[src/hw/rtl/asdc_pkg.sv]
// ----------------------------------------------------------------------------
// asdc_pkg: shared definitions for the adaptive sleep duty controller
// Field widths, scaling constants, sleep limits and register indexes.
// ----------------------------------------------------------------------------
`default_nettype none

package asdc_pkg;

  // Payload and register widths
  localparam int unsigned CountW   = 16;
  localparam int unsigned ScanW    = 16;
  localparam int unsigned PeriodW  = 32;
  localparam int unsigned RateW    = 32;
  localparam int unsigned SleepW   = 14;
  localparam int unsigned CfgIdxW  = 2;
  localparam int unsigned CfgDataW = 32;

  // Divider datapath: count * scale over listen time, and period over scan sum
  localparam int unsigned DvdW     = 36;
  localparam int unsigned DvsW     = 48;
  localparam int unsigned StepCntW = 6;
  localparam int unsigned MulAW    = 32;
  localparam int unsigned MulBW    = 20;
  localparam int unsigned ProdW    = MulAW + MulBW;

  localparam logic [MulBW-1:0]  RateScale = MulBW'(1000000);
  localparam logic [RateW-1:0]  RateMax   = '1;
  localparam logic [SleepW-1:0] SleepMax  = SleepW'(12000);
  localparam logic [SleepW-1:0] SleepMin  = SleepW'(200);
  localparam logic [SleepW-1:0] StepSmall = SleepW'(100);
  localparam logic [SleepW-1:0] StepIdle  = SleepW'(200);
  localparam logic [SleepW-1:0] SleepRst  = SleepW'(1000);

  localparam logic [ScanW-1:0]   IntervalRst = ScanW'(960);
  localparam logic [ScanW-1:0]   WindowRst   = ScanW'(80);
  localparam logic [PeriodW-1:0] PeriodRst   = PeriodW'(2000000);

  // Configuration register indexes
  localparam logic [CfgIdxW-1:0] CfgScanInterval = 2'd0;
  localparam logic [CfgIdxW-1:0] CfgScanWindow   = 2'd1;
  localparam logic [CfgIdxW-1:0] CfgPeriodUs     = 2'd2;

endpackage

`default_nettype wire

[src/hw/rtl/adaptive_sleep_duty_controller.sv]
// ----------------------------------------------------------------------------
// adaptive_sleep_duty_controller
// Turns a per-period packet count into a normalized rate and steps a sleep
// duration up or down from the change in rate, using one shared divider.
// ----------------------------------------------------------------------------
//
//  Channel | Ports                                   | Handshake
//  --------+-----------------------------------------+-------------------
//  input   | in_packet_count                         | in_valid/in_ready
//  result  | out_norm_rate, out_sleep_ms,            | out_valid/out_ready
//          | out_enter_sleep, out_resume_advertising |
//  config  | cfg_index, cfg_wdata                    | cfg_we, no wait
//
//  An item runs from accept to result: a multiply, the divider steps for
//  period / (interval + window), a multiply, a check, the divider steps for
//  the rate, an update. Both divisions use the shared restoring divider.
//  A zero scan sum or zero listen time skips to the update with RateMax.
//  Reset is synchronous, active low; control and config registers return to defaults.
//  A pending result stalls only the final update, not the next input beat.
//
`default_nettype none

module adaptive_sleep_duty_controller (
  input  wire logic                               clk,
  input  wire logic                               rst_n,
  input  wire logic                               cfg_we,
  input  wire logic [asdc_pkg::CfgIdxW-1:0]       cfg_index,
  input  wire logic [asdc_pkg::CfgDataW-1:0]      cfg_wdata,
  input  wire logic                               in_valid,
  output logic                                    in_ready,
  input  wire logic [asdc_pkg::CountW-1:0]        in_packet_count,
  output logic                                    out_valid,
  input  wire logic                               out_ready,
  output logic [asdc_pkg::RateW-1:0]              out_norm_rate,
  output logic [asdc_pkg::SleepW-1:0]             out_sleep_ms,
  output logic                                    out_enter_sleep,
  output logic                                    out_resume_advertising
);

  localparam logic [2:0] S_IDLE = 3'd0;
  localparam logic [2:0] S_NUM  = 3'd1;
  localparam logic [2:0] S_DIV1 = 3'd2;
  localparam logic [2:0] S_MUL  = 3'd3;
  localparam logic [2:0] S_CHK  = 3'd4;
  localparam logic [2:0] S_DIV2 = 3'd5;
  localparam logic [2:0] S_UPD  = 3'd6;

  localparam logic [asdc_pkg::StepCntW-1:0] LastStep =
    asdc_pkg::StepCntW'(asdc_pkg::DvdW - 1);

  logic [2:0] state_r, state_nxt;

  logic [asdc_pkg::ScanW-1:0]   interval_r;
  logic [asdc_pkg::ScanW-1:0]   window_r;
  logic [asdc_pkg::PeriodW-1:0] period_r;

  logic [asdc_pkg::CountW-1:0]   count_r,  count_nxt;
  logic [asdc_pkg::DvdW-1:0]     num_r,    num_nxt;
  logic [asdc_pkg::DvsW-1:0]     listen_r, listen_nxt;
  logic [asdc_pkg::DvdW-1:0]     dvd_r,    dvd_nxt;
  logic [asdc_pkg::DvsW-1:0]     dvs_r,    dvs_nxt;
  logic [asdc_pkg::DvsW-1:0]     rem_r,    rem_nxt;
  logic [asdc_pkg::StepCntW-1:0] step_r,   step_nxt;
  logic [asdc_pkg::RateW-1:0]    rate_r,   rate_nxt;

  logic [asdc_pkg::SleepW-1:0] sleep_r, sleep_nxt;
  logic [asdc_pkg::RateW-1:0]  prev_r,  prev_nxt;
  logic                        have_prev_r, have_prev_nxt;

  logic                         out_valid_r, out_valid_nxt;
  logic [asdc_pkg::RateW-1:0]   out_rate_r,  out_rate_nxt;
  logic [asdc_pkg::SleepW-1:0]  out_sleep_r, out_sleep_nxt;
  logic                         out_enter_r, out_enter_nxt;
  logic                         out_resume_r, out_resume_nxt;

  // Shared multiplier and one divider step
  logic [asdc_pkg::MulAW-1:0] mul_a;
  logic [asdc_pkg::MulBW-1:0] mul_b;
  logic [asdc_pkg::ProdW-1:0] prod;
  logic [asdc_pkg::ScanW:0]   scan_sum;
  logic [asdc_pkg::DvsW:0]    trial;
  logic [asdc_pkg::DvsW:0]    diff;
  logic                       fits;

  logic [asdc_pkg::RateW-1:0]  prev_eff;
  logic [asdc_pkg::SleepW-1:0] sleep_upd;
  logic                        enter_upd, resume_upd;
  logic                        out_free;

  assign scan_sum = {1'b0, interval_r} + {1'b0, window_r};
  assign prod     = asdc_pkg::ProdW'(mul_a) * asdc_pkg::ProdW'(mul_b);
  assign trial    = {rem_r, dvd_r[asdc_pkg::DvdW-1]};
  assign diff     = trial - {1'b0, dvs_r};
  assign fits     = trial >= {1'b0, dvs_r};
  assign out_free = !out_valid_r || out_ready;

  always_comb begin
    if (state_r == S_MUL) begin
      mul_a = dvd_r[asdc_pkg::MulAW-1:0];
      mul_b = asdc_pkg::MulBW'(window_r);
    end else begin
      mul_a = asdc_pkg::MulAW'(count_r);
      mul_b = asdc_pkg::RateScale;
    end
  end

  // Sleep duration update from the new rate against the previous one.
  always_comb begin
    prev_eff   = have_prev_r ? prev_r : rate_r;
    sleep_upd  = sleep_r;
    enter_upd  = 1'b0;
    resume_upd = 1'b0;
    if (rate_r == '0) begin
      enter_upd = 1'b1;
      if (prev_eff == '0) begin
        sleep_upd = (sleep_r + asdc_pkg::StepIdle > asdc_pkg::SleepMax) ?
                    asdc_pkg::SleepMax : sleep_r + asdc_pkg::StepIdle;
      end
    end else if (rate_r > prev_eff) begin
      sleep_upd  = (sleep_r < asdc_pkg::SleepMin + asdc_pkg::StepSmall) ?
                   asdc_pkg::SleepMin : sleep_r - asdc_pkg::StepSmall;
      resume_upd = (prev_eff == '0);
    end else if (rate_r < prev_eff) begin
      sleep_upd = (sleep_r + asdc_pkg::StepSmall > asdc_pkg::SleepMax) ?
                  asdc_pkg::SleepMax : sleep_r + asdc_pkg::StepSmall;
    end
  end

  always_comb begin
    state_nxt      = state_r;
    count_nxt      = count_r;
    num_nxt        = num_r;
    listen_nxt     = listen_r;
    dvd_nxt        = dvd_r;
    dvs_nxt        = dvs_r;
    rem_nxt        = rem_r;
    step_nxt       = step_r;
    rate_nxt       = rate_r;
    sleep_nxt      = sleep_r;
    prev_nxt       = prev_r;
    have_prev_nxt  = have_prev_r;
    out_valid_nxt  = out_valid_r && !out_ready;
    out_rate_nxt   = out_rate_r;
    out_sleep_nxt  = out_sleep_r;
    out_enter_nxt  = out_enter_r;
    out_resume_nxt = out_resume_r;

    unique case (state_r) inside
      S_IDLE: begin
        if (in_valid) begin
          count_nxt = in_packet_count;
          state_nxt = S_NUM;
        end
      end
      S_NUM: begin
        num_nxt  = prod[asdc_pkg::DvdW-1:0];
        dvd_nxt  = asdc_pkg::DvdW'(period_r);
        dvs_nxt  = asdc_pkg::DvsW'(scan_sum);
        rem_nxt  = '0;
        step_nxt = '0;
        if (scan_sum == '0) begin
          rate_nxt  = asdc_pkg::RateMax;
          state_nxt = S_UPD;
        end else begin
          state_nxt = S_DIV1;
        end
      end
      S_DIV1, S_DIV2: begin
        // One restoring step: quotient bits shift in at the bottom of dvd_r.
        rem_nxt  = fits ? diff[asdc_pkg::DvsW-1:0] : trial[asdc_pkg::DvsW-1:0];
        dvd_nxt  = {dvd_r[asdc_pkg::DvdW-2:0], fits};
        step_nxt = step_r + asdc_pkg::StepCntW'(1);
        if (step_r == LastStep) begin
          state_nxt = (state_r == S_DIV1) ? S_MUL : S_UPD;
          if (state_r == S_DIV2) begin
            rate_nxt = (dvd_nxt[asdc_pkg::DvdW-1:asdc_pkg::RateW] != '0) ?
                       asdc_pkg::RateMax : dvd_nxt[asdc_pkg::RateW-1:0];
          end
        end
      end
      S_MUL: begin
        listen_nxt = prod[asdc_pkg::DvsW-1:0];
        state_nxt  = S_CHK;
      end
      S_CHK: begin
        dvd_nxt  = num_r;
        dvs_nxt  = listen_r;
        rem_nxt  = '0;
        step_nxt = '0;
        if (listen_r == '0) begin
          rate_nxt  = asdc_pkg::RateMax;
          state_nxt = S_UPD;
        end else begin
          state_nxt = S_DIV2;
        end
      end
      S_UPD: begin
        if (out_free) begin
          sleep_nxt      = sleep_upd;
          prev_nxt       = rate_r;
          have_prev_nxt  = 1'b1;
          out_valid_nxt  = 1'b1;
          out_rate_nxt   = rate_r;
          out_sleep_nxt  = sleep_upd;
          out_enter_nxt  = enter_upd;
          out_resume_nxt = resume_upd;
          state_nxt      = S_IDLE;
        end
      end
      default: state_nxt = S_IDLE;
    endcase
  end

  always_ff @(posedge clk) begin
    if (!rst_n) begin
      state_r     <= S_IDLE;
      interval_r  <= asdc_pkg::IntervalRst;
      window_r    <= asdc_pkg::WindowRst;
      period_r    <= asdc_pkg::PeriodRst;
      sleep_r     <= asdc_pkg::SleepRst;
      prev_r      <= '0;
      have_prev_r <= 1'b0;
      out_valid_r <= 1'b0;
    end else begin
      state_r     <= state_nxt;
      sleep_r     <= sleep_nxt;
      prev_r      <= prev_nxt;
      have_prev_r <= have_prev_nxt;
      out_valid_r <= out_valid_nxt;
      if (cfg_we) begin
        unique case (cfg_index)
          asdc_pkg::CfgScanInterval: interval_r <= cfg_wdata[asdc_pkg::ScanW-1:0];
          asdc_pkg::CfgScanWindow:   window_r   <= cfg_wdata[asdc_pkg::ScanW-1:0];
          asdc_pkg::CfgPeriodUs:     period_r   <= cfg_wdata[asdc_pkg::PeriodW-1:0];
          default: ;
        endcase
      end
    end
  end

  always_ff @(posedge clk) begin
    count_r      <= count_nxt;
    num_r        <= num_nxt;
    listen_r     <= listen_nxt;
    dvd_r        <= dvd_nxt;
    dvs_r        <= dvs_nxt;
    rem_r        <= rem_nxt;
    step_r       <= step_nxt;
    rate_r       <= rate_nxt;
    out_rate_r   <= out_rate_nxt;
    out_sleep_r  <= out_sleep_nxt;
    out_enter_r  <= out_enter_nxt;
    out_resume_r <= out_resume_nxt;
  end

  assign in_ready               = (state_r == S_IDLE);
  assign out_valid              = out_valid_r;
  assign out_norm_rate          = out_rate_r;
  assign out_sleep_ms           = out_sleep_r;
  assign out_enter_sleep        = out_enter_r;
  assign out_resume_advertising = out_resume_r;

  // The sleep duration always stays inside its clamp.
  a_sleep_range: assert property (@(posedge clk) disable iff (!rst_n)
    out_valid |-> (out_sleep_ms >= asdc_pkg::SleepMin &&
                   out_sleep_ms <= asdc_pkg::SleepMax))
    else $error("sleep duration outside its limits");

  // Sleep is flagged exactly for a zero rate, and never with a resume.
  a_flags: assert property (@(posedge clk) disable iff (!rst_n)
    out_valid |-> ((out_enter_sleep == (out_norm_rate == '0)) &&
                   !(out_enter_sleep && out_resume_advertising)))
    else $error("result flags disagree with the rate");

  // An accepted beat always starts the rate computation.
  a_start: assert property (@(posedge clk) disable iff (!rst_n)
    (in_valid && in_ready) |=> (state_r == S_NUM))
    else $error("accepted beat did not start the computation");

  // The divider never runs past its last step.
  a_step: assert property (@(posedge clk) disable iff (!rst_n)
    (state_r == S_DIV1 || state_r == S_DIV2) |-> (step_r <= LastStep))
    else $error("divider step counter overran");

  // A waiting result is never overwritten by the next update.
  a_hold: assert property (@(posedge clk) disable iff (!rst_n)
    (out_valid && !out_ready) |=> $stable(out_norm_rate) && $stable(out_sleep_ms))
    else $error("pending result changed");

endmodule

`default_nettype wire
[config.mk]
export PLATFORM = sky130hd
export DESIGN_NAME = adaptive_sleep_duty_controller
export DESIGN_NICKNAME = d
export VERILOG_FILES = /design/src/hw/rtl/asdc_pkg.sv /design/src/hw/rtl/adaptive_sleep_duty_controller.sv
export SDC_FILE = /design/constraint.sdc
export NUM_CORES = 2
export LEC_CHECK = 0
export ABC_CLOCK_PERIOD_IN_PS = 28300
export BUFFER_PORTS_ARGS = -buffer_cell sky130_fd_sc_hd__buf_4
export CORE_MARGIN = 2
export CORE_UTILIZATION = 40
export DETAILED_ROUTE_END_ITERATION = 8
export HOLD_SLACK_MARGIN = 0.05
export SLEW_MARGIN = 20
export SYNTH_ARGS = -nofsm -noshare
export SYNTH_HDL_FRONTEND = slang
export SYNTH_SLANG_ARGS = --single-unit
[constraint.sdc]
create_clock -name clk -period 28.3 [get_ports clk]
set_input_delay 0 -clock clk [delete_from_list [all_inputs] [get_ports clk]]
set_output_delay 0 -clock clk [all_outputs]
set_load 0.005 [all_outputs]
==> implementation parameters <==
Parameter                              Value

Status
  Status    completed

Finish
  Total Nets Final    5424
  Total of fill cells in the finished design    9995
  Most frequent standard cell in the layout excluding fill and tap cells    sky130_fd_sc_hd__nand2_1
  Synth-to-Final Area Change    11.6%
  Fraction of layout instances using a drive strength above 1    7.58%
  Commonest non-fill, non-tap cells in the layout    sky130_fd_sc_hd__nand2_1, sky130_fd_sc_hd__inv_1, sky130_fd_sc_hd__fa_1
  Summed area of non-filler cells in the final layout    0.0469 mm^2
  Post-route core utilization    45.2%

Clock tree
  CTS tree    done
  CTS sink cnt    433
  Clock Latency Late Sink    0.64 ns
  Resize count post-CTS    0
  Worst-path clk slew    0.06 ns
  Count of buffers added by post-CTS timing repair for setup    0
  Maximum root-to-sink buffer count    3
  Clock root buffer    sky130_fd_sc_hd__clkbuf_16
  CTS H-tree depth    2
  TritonCTS buffer count    52
  Hold bufs inserted after CTS    67

Worst setup path
  Dominant cell type by count on the critical path    sky130_fd_sc_hd__fa_1
  Required time of the critical path    28.64 ns
  Stage delay of the slowest cell on the critical path    0.87 ns
  Number of buffers and inverters on the critical path    8
  Largest driver fanout on the critical path    184
  CP Capture Type    register
  Worst Setup Start Kind    register
  Library cell contributing the largest single delay on the critical path    sky130_fd_sc_hd__and2_1
  Arr. time, crit path    10.38 ns
  Crit Path Class    register to register
  CP top delay family    adder cells

Yosys
  Share of synthesized registers carrying an async set or reset    0%
  Average footprint of a synthesized cell    9.31 um^2
  Top FF cell, synth    sky130_fd_sc_hd__edfxtp_1
  Netlist Area Pre-Place    0.0420 mm^2
  Number of enable-type register cells in the synthesized netlist    318
  Sequential element share of the synthesized area    28.2%
  Yosys synthesis warning count    0
  Distinct cell type count of the synthesized netlist    89
  Mapped Cells    4510
  Synthesized flop and latch total    433

Timing
  Count of pins over their slew limit    0
  Smallest setup slack after layout    18.27 ns
  Number of failing setup endpoints in the final timing report    0
  Worst setup skew after layout    0.0348 ns
  Setup repair after global routing missed its margin    no
  Relative slew margins    24.2%
  Worst-margin pin slew    1.14 ns
  Period Utilization, post-route    35.4%
  Final-report hold violation count    0
  Maximum achievable frequency    99.7 MHz
  Min cycle time layout    10.03 ns
  Final total negative setup slack    0 ns

Global routing
  Pin count of the biggest net entering global routing    185
  Global routing usage summed across all routing layers    23.8%
  GRT overflow    0
  Antenna violations before repair    3
  Vias in the first global route    32907
  Wire length of the first global-routing pass    198000 um

Routing
  Starting DRT DRC Count    2624
  Via density per instance    5.39
  Antenna viol nets, final    0
  Drt drc    0
  Total number of vias    32524
  Routed wirelength normalized by instance count    21.0 um
  Final WL    127000 um
  First-pass DRT Iterations    7

Floorplanning
  Starting density of the core    40.5%
  Die Footprint    0.108 mm^2
  Die height    328 um
  Core region area    0.104 mm^2
  I/O pins    105
  Die outline width    328 um
  Number of rows created at floorplan    118

Placed design
  Post-Place Worst Slack    18.31 ns
  HPWL reported at the end of detailed placement    94000 um
  Count of buffers from port buffering    104
  Cell area after placement    0.0443 mm^2
  Routability cong.    0.902

Power and ir drop
  Power per cell area    102 mW/mm^2
  Static power due to leakage    20.9 nW
  Max VDD drop    109 uV

Job
  Max-cap violation count    0

Hold path
  Min-Delay Path Class    input port to register
[power breakdown]
group          internal (mW)  switching, mW
Clock                  0.444          0.294
Sequential             0.989         0.0848
Combinational           1.12           1.85
Total                   2.55           2.23
[cell families after synthesis]
group                    synth area share [%]
buffers and inverters                    8.63
AO/OA/AOI/OAI                            10.7
adder cells (fa/ha/maj)                  32.2
multiplexers                             1.07
XOR/XNOR                                 2.44
other                                  0.0179
flip-flops                               28.2
AND/OR/NAND/NOR                          16.7
[area by class of cell]
| cell class | count | area (um^2) | area share (%) |
|---|---|---|---|
| antenna | 3 | 7.51 | 0.0160 |
| clock inverter | 37 | 475 | 1.01 |
| clock buffer | 61 | 1420 | 3.03 |
| tap | 1380 | 1730 | 3.68 |
| inverter | 695 | 2620 | 5.58 |
| sequential | 433 | 11900 | 25.3 |
| timing repair buffer | 238 | 1990 | 4.24 |
| multi-input combinational | 3182 | 26800 | 57.2 |
[synthesized netlist by cell type, types with 43 or more instances]
library cell	n	area, um^2
sky130_fd_sc_hd__dfxtp_1	115	2300
sky130_fd_sc_hd__fa_1	523	10500
sky130_fd_sc_hd__xnor2_1	74	648
sky130_fd_sc_hd__edfxtp_1	318	9550
sky130_fd_sc_hd__nor2_1	137	514
sky130_fd_sc_hd__a21o_1	51	383
sky130_fd_sc_hd__and2_1	70	438
sky130_fd_sc_hd__xor2_1	43	377
sky130_fd_sc_hd__inv_1	694	2610
sky130_fd_sc_hd__nand3_1	76	380
sky130_fd_sc_hd__o21ai_0	109	546
sky130_fd_sc_hd__clkbuf_1	210	788
sky130_fd_sc_hd__and3_1	214	1340
sky130_fd_sc_hd__nand2_1	766	2880
sky130_fd_sc_hd__ha_1	244	3050
sky130_fd_sc_hd__nor3_1	43	215
sky130_fd_sc_hd__a21oi_1	277	1390
[sequential cells by signal, indices dropped and copies added (netlist names)]
name,flops
have_prev_r,1
out_resume_advertising,1
count_r,16
out_enter_sleep,1
listen_r,48
dvd_r,36
out_valid,1
rate_r,32
out_norm_rate,32
state_r,3
step_r,6
prev_r,32
out_sleep_ms,14
dvs_r,48
window_r,16
sleep_r,14
num_r,36
interval_r,16
rem_r,48
period_r,32
[per-layer routing]
metal	GRT usage [%]	share of wire, %
met1	34.4	45
met2	37.2	45
met3	3.76	7.4
met4	6.16	2.5
met5	0	0.0063
[path summary, 6_finish.rpt]
check | to | slack (ns) | startpoint | cells past startpoint
hold reg to reg | period_r[29] | 0.46 | period_r[29] | 2
setup / recovery | listen_r[47] | 18.27 | state_r[1] | 28
setup reg to reg | listen_r[47] | 18.27 | state_r[1] | 28
hold / removal | count_r[14] | 0.09 | in_packet_count[14] | 2
[worst reg2reg max path: cells and delay by family, from the launching register on]
family                     cells  cell delay, ns
AOI/OAI and AO/OA              5            1.75
xor gates and xnor gates       1            0.14
adders and majority gates      8            3.73
buffers and inverters          8            1.77
DFF                            1            0.69
and+or+nand+nor                6            1.69
[metrics by stage]
step	hold WS, ns	cells	total power, mW
floorplan	0.0989	4562	3.17
global placement	0.178	5860	3.99
detailed placement	0.179	5860	3.99
CTS	0.0509	6025	4.76
global route	0.0782	6026	5.20
finish	0.0934	6029	4.78
Note: power is estimated with default switching activity, not from simulation.
